==> src/rtl/tmvg_pkg.sv <==
// ----------------------------------------------------------------------------
// tmvg_pkg
// Shared types and constants for the torus mesh vertex generator.
// ----------------------------------------------------------------------------
package tmvg_pkg;

  localparam int RadW  = 30;
  localparam int CntW  = 11;
  localparam int IdxW  = 10;
  localparam int PosW  = 40;
  localparam int IdW   = 20;

  // Cells in the chain: 32 division, 7 sine, 2 scaling
  localparam int NCell = 41;

  // Polynomial coefficients, Q30
  localparam logic [31:0] A1 = 32'd1686629713;
  localparam logic [31:0] A3 = 32'd693598668;
  localparam logic [31:0] A5 = 32'd85569306;
  localparam logic [31:0] A7 = 32'd5026995;
  localparam logic [31:0] A9 = 32'd172272;

  localparam logic [1:0] REG_MAJOR = 2'd0;
  localparam logic [1:0] REG_MINOR = 2'd1;
  localparam logic [1:0] REG_RINGS = 2'd2;
  localparam logic [1:0] REG_SEGS  = 2'd3;

  // Payload that travels down the cell chain
  typedef struct packed {
    logic        vld;
    logic        err;
    logic [IdxW-1:0] ii;
    logic [IdxW-1:0] jj;
    logic [31:0] phi;       // ring phase
    logic [31:0] th;        // segment phase
    // four sine evaluations: 0 cos phi, 1 sin phi, 2 cos theta, 3 sin theta
    logic [3:0][30:0] x;    // quarter fraction, 0..2^30
    logic [3:0]       neg;
    logic [3:0][31:0] x2;
    logic [3:0][31:0] p;
    logic [3:0][31:0] s;    // signed Q30 result
    logic [IdW-1:0] vid;
    logic [IdW-1:0] cnr;
    logic [IdW-1:0] cdg;
    logic [IdW-1:0] cns;
    logic [63:0] t;         // signed intermediate
    logic [PosW-1:0] px;
    logic [PosW-1:0] py;
    logic [PosW-1:0] pz;
  } tmvg_item_t;

  // Rounded v/2^30, halves away from zero
  function automatic logic [63:0] round30(input logic signed [95:0] v);
    logic [95:0] m;
    begin
      m = v[95] ? (96'(-v) + (96'd1 << 29)) >> 30 : (96'(v) + (96'd1 << 29)) >> 30;
      round30 = v[95] ? 64'(-m) : m[63:0];
    end
  endfunction

endpackage

==> src/rtl/tmvg_cell.sv <==
// ----------------------------------------------------------------------------
// tmvg_cell
// One stage of the vertex chain; STEP selects the work done here.
// ----------------------------------------------------------------------------
module tmvg_cell
  import tmvg_pkg::*;
#(
  parameter int STEP = 0
) (
  input  logic             clk,
  input  logic             rst_n,
  input  logic             en,
  input  logic [RadW-1:0]  rad_major,
  input  logic [RadW-1:0]  rad_tube,
  input  logic [CntW-1:0]  nr,
  input  logic [CntW-1:0]  ns,
  input  tmvg_item_t       d_in,
  output tmvg_item_t       d_out
);

  tmvg_item_t d_r, d_nxt;
  assign d_out = d_r;

  // STEP 0..31: phase division, one quotient bit of phi and of theta each,
  // restoring division of k*2^32 by count; remainders kept in t.
  always_comb begin
    logic [63:0] a, b;
    logic [31:0] ph;
    logic signed [95:0] prod;
    d_nxt = d_in;
    a = '0; b = '0; ph = '0; prod = '0;
    if (STEP < 32) begin
      // phi remainder in t[31:0], theta remainder in t[63:32]
      a = 64'({d_in.t[31:0], 1'b0});
      b = 64'({d_in.t[63:32], 1'b0});
      if (a[32:0] >= 33'(nr)) begin
        a = a - 64'(nr); ph = d_in.phi | (32'd1 << (31 - STEP));
      end else ph = d_in.phi;
      d_nxt.phi = ph;
      d_nxt.t[31:0] = a[31:0];
      if (b[32:0] >= 33'(ns)) begin
        b = b - 64'(ns); d_nxt.th = d_in.th | (32'd1 << (31 - STEP));
      end
      d_nxt.t[63:32] = b[31:0];
    end else if (STEP == 32) begin
      for (int k = 0; k < 4; k++) begin
        ph = (k == 0) ? d_in.phi + 32'h4000_0000 : (k == 1) ? d_in.phi :
             (k == 2) ? d_in.th + 32'h4000_0000 : d_in.th;
        d_nxt.neg[k] = ph[31];
        d_nxt.x[k] = ph[30] ? 31'h4000_0000 - 31'(ph[29:0]) : 31'(ph[29:0]);
      end
    end else if (STEP == 33) begin
      for (int k = 0; k < 4; k++) begin
        d_nxt.x2[k] = 32'((64'(d_in.x[k]) * 64'(d_in.x[k])) >> 30);
        d_nxt.p[k] = A9;
      end
    end else if (STEP >= 34 && STEP <= 37) begin
      for (int k = 0; k < 4; k++) begin
        ph = (STEP == 34) ? A7 : (STEP == 35) ? A5 : (STEP == 36) ? A3 : A1;
        d_nxt.p[k] = ph - 32'((64'(d_in.x2[k]) * 64'(d_in.p[k])) >> 30);
      end
    end else if (STEP == 38) begin
      for (int k = 0; k < 4; k++) begin
        a = (64'(d_in.x[k]) * 64'(d_in.p[k])) >> 30;
        if (a > 64'h4000_0000) a = 64'h4000_0000;
        d_nxt.s[k] = d_in.neg[k] ? 32'(-a) : a[31:0];
      end
    end else if (STEP == 39) begin
      prod = 96'({2'b0, rad_major} + {2'b0, rad_tube}) * 96'sh4000_0000
           - 96'($signed(d_in.s[2])) * 96'(rad_tube);
      d_nxt.t = round30(prod);
      d_nxt.py = PosW'(round30(96'($signed(d_in.s[3])) * 96'(rad_tube)));
    end else begin
      // t is never negative and stays below 2^32
      d_nxt.px = PosW'(round30(96'($signed(d_in.s[0])) * 96'($signed(d_in.t[32:0]))));
      d_nxt.pz = PosW'(round30(96'($signed(d_in.s[1])) * 96'($signed(d_in.t[32:0]))));
      if (d_in.err) begin
        d_nxt.px = '0; d_nxt.py = '0; d_nxt.pz = '0;
      end
    end
  end

  always_ff @(posedge clk) begin
    if (!rst_n) begin
      d_r.vld <= 1'b0;
    end else if (en) begin
      d_r <= d_nxt;
    end
  end

endmodule

==> config.mk <==
export PLATFORM = sky130hd
export DESIGN_NAME = tmvg_cell
export DESIGN_NICKNAME = d
export VERILOG_FILES = /design/src/rtl/tmvg_pkg.sv /design/src/rtl/tmvg_cell.sv
export SDC_FILE = /design/constraint.sdc
export NUM_CORES = 1
export LEC_CHECK = 0
export BUFFER_PORTS_ARGS = -buffer_cell sky130_fd_sc_hd__buf_2
export CAP_MARGIN = 20
export CORE_AREA = 2 2 700 702
export DETAILED_ROUTE_END_ITERATION = 6
export DIE_AREA = 0 0 702 704
export PLACE_DENSITY_LB_ADDON = 0.05
export SLEW_MARGIN = 20
export SYNTH_ARGS = -nofsm -noshare
export SYNTH_HDL_FRONTEND = slang
export SYNTH_SLANG_ARGS = --single-unit
==> constraint.sdc <==
create_clock -name clk -period 44.6 [get_ports clk]
set_input_delay 2.23 -clock clk [delete_from_list [all_inputs] [get_ports clk]]
set_output_delay 2.23 -clock clk [all_outputs]
set_load 0.02 [all_outputs]
## Word-level counts from Yosys, hierarchy flattened

Index checks and enable logic that the tools add are counted.

| storage, ports and cells | value |
|---|---|
| word-level logic and storage cells | 42 |
| bits of input ports | 947 |
| bits in writable memories | 0 |
| memories | 0 |
| output and inout port bits | 862 |
| ROM bits | 0 |
| bits in registers | 862 |
| bits in latches | 0 |

| operators by class | value |
|---|---|
| bitwise gates (word level) | 0 |
| div/mod/pow operators | 0 |
| $mul | 0 |
| equality and inequality tests | 0 |
| reductions and logical operators | 1 |
| multiplexer cells | 2 |
| shift-type cells | 0 |
| $lt $le $gt $ge | 2 |
| $add $sub $neg | 2 |

Operators by type and width:

| cell | number |
|---|---|
| $ge 33x11->1 | 2 |
| $mux 32 | 2 |
| $sub 32x11->32 | 2 |
| $reduce_and 2->1 | 1 |

## Depth between registers and ports, before layout

Gate-level depths: netlist (run 1).

| depth | value |
|---|---|
| depth after elaboration | 2 |
| depth in mapped cells | 12 |
| mapped depth without buffers | 9 |

## Worst setup path before layout (run 1)

No wires, ideal clock.

| timing path | value |
|---|---|
| path kind | input to register |
| start point | input en |
| end point | register d_r (netlist bit d_out[0]), enable pin |
| arrival | 21500 ps |
| path buffers | 0 |
| cell stages on the path | 1 |
| setup time | 1340 ps |
| slack | 21761 ps |
| required time | 43260 ps |
| cell sequence | and2_1 |

| on the way | value |
|---|---|
| cells in the longest elaborated chain, start to end | 1 |

Ends and longest elaborated chain:

| item | RTL line | source |
|---|---|---|
| start: declaration | tmvg_cell.sv:12 | `input logic en,` |
| $reduce_and 2->1 (no line) | -- |  |
| end signal: assignment | tmvg_cell.sv:87 | `d_r <= d_nxt;` |
| end: declaration | tmvg_cell.sv:21 | `tmvg_item_t d_r, d_nxt;` |

No other way between the ends.
A chain may end at the register's enable or synchronous reset.

## Final worst setup path (run 1)

| timing path | value |
|---|---|
| start point | input en |
| end point | register d_r (netlist bit d_out[621]), enable pin |

Same word-level chain as after synthesis.

==> results of run 1 <==
worst max-delay path, stage by stage:
cell,delay [ns]
buf_2,0.10
and2_4,0.43
buf_12,0.48
buf_4,0.60
buf_4,0.56
buf_4,0.75
buf_4,0.77
layout make-up:
cell class	count	share of cell area (%)
sequential	862	51.7
inverter	30	0.225
tap	6475	16.2
timing repair buffer	1764	17.8
clock buffer	185	7.85
multi-input combinational	305	4.28
antenna	70	0.350
clock inverter	69	1.57
per-stage QoR:
| stage | cells | hold slack, ns | utilization, % |
|---|---|---|---|
| floorplan | 1205 | 0.589 | - |
| global placement | 9436 | 0.509 | 9.25 |
| detailed placement | 9436 | 0.528 | 9.26 |
| CTS | 9690 | 0.536 | 10.2 |
| global route | 9707 | 0.572 | 10.2 |
| finish | 9760 | 0.529 | 10.3 |
power breakdown:
part | internal, mW | switching [mW]
clock | 0.705 | 0.484
sequential | 0.956 | 0.0223
combinational | 0.0725 | 0.186
total | 1.73 | 0.692
final timing paths:
path / startpoint / to / slack (ns)
max: en / d_out[621] / 38.71
min: d_out[861] / d_out[861] / 0.53
max reg2reg: d_out[861] / d_out[861] / 44.01
min reg2reg: d_out[861] / d_out[861] / 0.53
routing by layer:
metal | share of wire, % | vias to the layer above | routed length, um
li1 | - | 8747 | -
met1 | 34 | 10000 | 86300
met2 | 49 | 1437 | 126000
met3 | 14 | 631 | 35500
met4 | 2.6 | 128 | 6570
met5 | 0.34 | - | 866
cell families after synthesis:
| group | count (synthesis) | synth area share (%) |
|---|---|---|
| buffers and inverters | 38 | 0.578 |
| AOI/OAI and AO/OA | 69 | 1.51 |
| and+or+nand+nor | 153 | 2.98 |
| muxes | 4 | 0.196 |
| DFF | 862 | 91.9 |
| xor gates and xnor gates | 55 | 1.71 |
| adders and majority gates | 24 | 1.12 |
cell usage in the layout (no fill, tap or decap), drive strengths merged, types with 5 or more instances in the layout:
cell,instances
buf,1764
edfxtp,861
clkbuf,185
diode,70
clkinv,49
nor2,38
xnor2,37
inv,35
a21oi,27
nand2,22
ha,22
xor2,18
o21ai,17
nand3,16
bufinv,14
nor4,11
nand4,9
nand2b,9
nor3,8
or3,8
nor2b,6
and2,5
and3,5
==> impl_results.md, run 1 <==
- Top FF cell, synth: edfxtp_1
- Post-DP HPWL: around 220000 um
- Syn avg cell area: between 20 and 25 um2
- Met3 usage: 6.30%
- Starting density of the core: between 5 and 6%
- Worst Hold Class: reg -> reg
- Leakage power figure: 18.3 nW
- Fraction of layout cells with a size suffix above 1: a little over 60%
- CTS buffer count: 150
- Post-DR wirelength/cell: approximately 26 um
- Max cap viols: 0
- Finished Cell Area: roughly 50000 um2
- Multi-input gate area: 2140 um2
- P&R area growth vs syn: 77.6%
- CTS tree: built
- Unique masters post-synth: 55
- Place WS: around 38 ns
- Clock root buffer: clkbuf_16
- Sequential cell area: ~26000 um2
- Port buffer count: 1748
- Clock Sinks: around 860
- First-pass GRT wire length: 303000 um
- EDFF count, synth: about 860
- Post-synth top cells: edfxtp_1 (861), nor2_1 (38), xnor2_1 (37), inv_1 (30), a21oi_1 (27)
- Total Nets Final: 4084
- Crit start category: primary input
- Die ar.: approximately 500000 um2
- Placed Area: about 45000 um2
- Placer Congestion: between 0.8 and 0.9
- Residual DRC: 0
- Cell taking the most area after synthesis: edfxtp_1
- Htree depth: 4
- Clock latency at the later pin of the worst-skew pair: slightly above 0.8 ns
- Peak fanout along the critical path: a little under 80
- #FFs+latches synth: ~860
- Final Total Pwr: around 2.4 mW
- Endpoints failing setup: 0
- Postcts setup bufs: 0
- Fillcell total: 56000
- Synth top area cells: edfxtp_1 (92%), xnor2_1 (1.2%), ha_1 (0.98%)
- I/O Pins: roughly 1800
- Peak VDD IR: 0.0278 mV
- Critical Path Sink Type: flip-flop
- Largest register FFs: 862
- Fin crit share: a little over an eighth
- GR Layer Usage met2: about 17%
- Drt pass-1 iters: 4
- Die Wd: between 700 and 800 um
- Synthesized net count: ~2200
- Starting DRT DRC Count: between 1000 and 1500
- Async set-or-reset flop fraction in the synthesized netlist: 0%
- GR met1 Demand/Resource: ~9.7%
- PostCTS Resize Cnt: 0
- Die height: roughly 700 um
- Status: completed
- Worst-path clk slew: 0.05 ns
- Hold path depth: 2
- Pwr Density: approximately 49 nW/um2
- Critical path data arrival time: ~6.4 ns
- Area of the mapped netlist: roughly 28000 um2
- Detailed-route via count: around 21000
- Sequential area share after synthesis: between 90 and 100%
- Synth Warn #: 0
- Clock Skews: 0 ns
- Clk buf depth: 4
- DRT Wirelength: 255000 um
- Worst-Margin Slew: around 1.0 ns
- Synth top area share: 91.8%
- Fmax: ~170 MHz
- Mapped Cells: approximately 1200
- Unrepaired setup endpoints after global routing: false
- Setup TNS Final: 0 ns
- Core Region: 487000 um2
- Hold-fix buffers, CTS: 0
- Via-to-Cell Ratio: 2.15
- Post-layout minimum cycle time: 5.89 ns
- Total congestion overflow: 0
- Largest net degree at the start of global routing: between 100 and 150
- Endpoints failing hold: 0
- Initial antenna violation count: around 340
- # rows: around 260
- Worst Reg-to-Reg Cells: 2
- Max-slew headroom: roughly 30%
- Final worst-path setup slack: 38.71 ns
- Final slew viol count: 0
- Most frequent cell after synthesis: edfxtp_1
- Antenna-violating nets left: 0
- Grt peak-use layer: met2
- WP data required: approximately 45 ns
- Gr usage total: 9.88%
- CP Class: in -> reg
- Vias in the first global route: 21300
Power figures use the tool's default switching activity.
==> run 2: changes to the inputs <==
--- a/config.mk
+++ b/config.mk
@@ -7,9 +7,9 @@
 export LEC_CHECK = 0
 export BUFFER_PORTS_ARGS = -buffer_cell sky130_fd_sc_hd__buf_2
 export CAP_MARGIN = 20
-export CORE_AREA = 2 2 700 702
+export CORE_AREA = 2 2 711 713
 export DETAILED_ROUTE_END_ITERATION = 6
-export DIE_AREA = 0 0 702 704
+export DIE_AREA = 0 0 713 715
 export PLACE_DENSITY_LB_ADDON = 0.05
 export SLEW_MARGIN = 20
 export SYNTH_ARGS = -nofsm -noshare
==> constraint.sdc (replaced) <==
create_clock -name clk -period 5.8 [get_ports clk]
set_input_delay 0.29 -clock clk [delete_from_list [all_inputs] [get_ports clk]]
set_output_delay 0.29 -clock clk [all_outputs]
set_load 0.02 [all_outputs]
==> impl_results.md, run 2 (synthesis gave the netlist of run 1 again) <==
- CP cell instances: dlygate4sd3_1 > buf_2 > ha_1 > nor2b_1 > o31ai_1 > a21oi_1 > a41o_1 > a211oi_2 > nand3b_1 > xnor2_1 > dlygate4sd3_1
- Port buffer count: ~1700
- Cell mode on critical path: dlygate4sd3_1
- Status: completed
- Final slew viol count: 0
- Gr usage total: 10.2%
- DRT Wirelength: roughly 270000 um
- Hold slack: between 0.15 and 0.2 ns
- PostCTS Resize Cnt: 0
- Place WS: approximately 2.1 ns
- Clock Sinks: between 800 and 900
- Leakage power figure: 22.0 nW
- I/O Pins: 1809
- Total Nets Final: 4978
- Critical path data arrival time: 4.32 ns
- Clock latency at the later pin of the worst-skew pair: 0.83 ns
- Unrepaired setup endpoints after global routing: false
- Vias in the first global route: around 26000
- Max-slew headroom: 28.4%
- CP Class: in -> reg
- CTS tree: built
- Most frequent cells in the layout: buf_2 (1748), dlygate4sd3_1 (889), edfxtp_1 (861)
- Crit start category: primary input
- Worst path slowest cell: a211oi_2
- Max incr delay on CP: around 0.83 ns
- Layout Utilization: 11.7%
- Die Wd: roughly 710 um
- Commonest non-fill, non-tap cell in the layout: buf_2
- Dpl cells: 9675
- First-pass GRT wire length: roughly 330000 um
- Worst Hold Class: in -> reg
- P&R area growth vs syn: 110%
- Via-to-Cell Ratio: between 2 and 2.5
- Largest net degree at the start of global routing: roughly 110
- Worst-Margin Slew: 1.07 ns
- Fillcell total: approximately 57000
- Clk buf depth: 4
- Core Region: 503000 um2
- CTS buffer count: around 150
- WP data required: approximately 6.4 ns
- Starting DRT DRC Count: 1146
- Clock Skews: 0 ns
- Max cap viols: 0
- Die height: about 720 um
- Critical Path Sink Type: flip-flop
- Drt pass-1 iters: 5
- Initial antenna violation count: between 150 and 200
- # rows: approximately 260
- Placer Congestion: about 0.77
- Peak VDD IR: roughly 0.19 mV
- Fraction of layout cells with a size suffix above 1: about half
- Clock root buffer: clkbuf_16
- Final worst-path setup slack: just over 2 ns
- Largest register FFs: approximately 860
- Htree depth: 4
- Starting density of the core: roughly 5.6%
- Fin crit share: about two thirds
- Setup TNS Final: 0 ns
- Endpoints failing setup: 0
- Final Non-Filler Cells: approximately 11000
- Antenna-violating nets left: 0
- Multi-input gate area: roughly 2100 um2
- Worst-path clk slew: 0.06 ns
- Total congestion overflow: 0
- Post-DR wirelength/cell: 24.9 um
- Endpoints failing hold: 0
- Peak fanout along the critical path: 7
- Residual DRC: 0
- Pwr Density: ~320 nW/um2
- Post-DP HPWL: approximately 230000 um
- Sequential cell area: around 26000 um2
- Die ar.: around 510000 um2
- Detailed-route via count: ~24000
- Fmax: between 200 and 300 MHz
- Post-layout minimum cycle time: ~3.8 ns
[run 2: changes by cell type in the layout (fill, tap and decap cells not counted), sizes merged]
cell	change
diode	-34
buf	+8
bufinv	-2
dlygate4sd3	+889
clkbuf	-2
clkinv	+2
inv	+1
[run 2: per-stage QoR]
step / cell area [um2] / power (mW)
3_3_place_gp: 45500 / 9.89
3_5_place_dp: 45500 / 9.86
4_1_cts: 59000 / 19.9
5_1_grt: 59000 / 20.1
2_1_floorplan: 28200 / 8.41
6_report: 59000 / 19.1
[run 2: where the power goes]
part	total (mW)	internal (mW)	switching, mW
Clock	8.88	5.21	3.67
Sequential	7.55	7.35	0.200
Combinational	2.64	0.963	1.68
[run 2: area by class of cell]
cell class	count	area share, %
Inverter	30	0.191
Clock inverter	70	1.20
Antenna cell	36	0.153
Sequential cell	862	43.8
Tap cell	6706	14.2
Multi-Input combinational cell	305	3.59
Timing Repair Buffer	2661	30.3
Clock buffer	183	6.50
[run 2: path summary, 6_finish.rpt]
kind                            depth (start not counted)  slack, ns    endpoint        from
worst max-delay path                                   11       2.03  d_out[178]   d_in[153]
worst min register to register                          3       1.09  d_out[861]  d_out[861]
worst min-delay path                                    2       0.16  d_out[511]   d_in[511]
worst max register to register                          3       4.63  d_out[861]  d_out[861]
[run 2: timing repair]
action	in CTS	in global routing
setup buffers	0	0
endpoints found under the hold margin	862	0
hold buffers	889	0
[run 2: per-layer routing]
| metal | share of wire, % | vias to the layer above | track usage, % |
|---|---|---|---|
| li1 | - | 10500 | - |
| met1 | 39 | 11800 | 11.5 |
| met2 | 48 | 1252 | 17.3 |
| met3 | 11 | 364 | 4.87 |
| met4 | 2.3 | 42 | 2.15 |
| met5 | 0.099 | - | 0 |
[run 2: critical path: cells and delay by family]
family | cells | cell delay, ns
AO/OA/AOI/OAI | 4 | 1.88
buffers and inverters | 3 | 1.29
AND/OR/NAND/NOR | 2 | 0.38
adder cells (fa/ha/maj) | 1 | 0.32
XOR/XNOR | 1 | 0.17
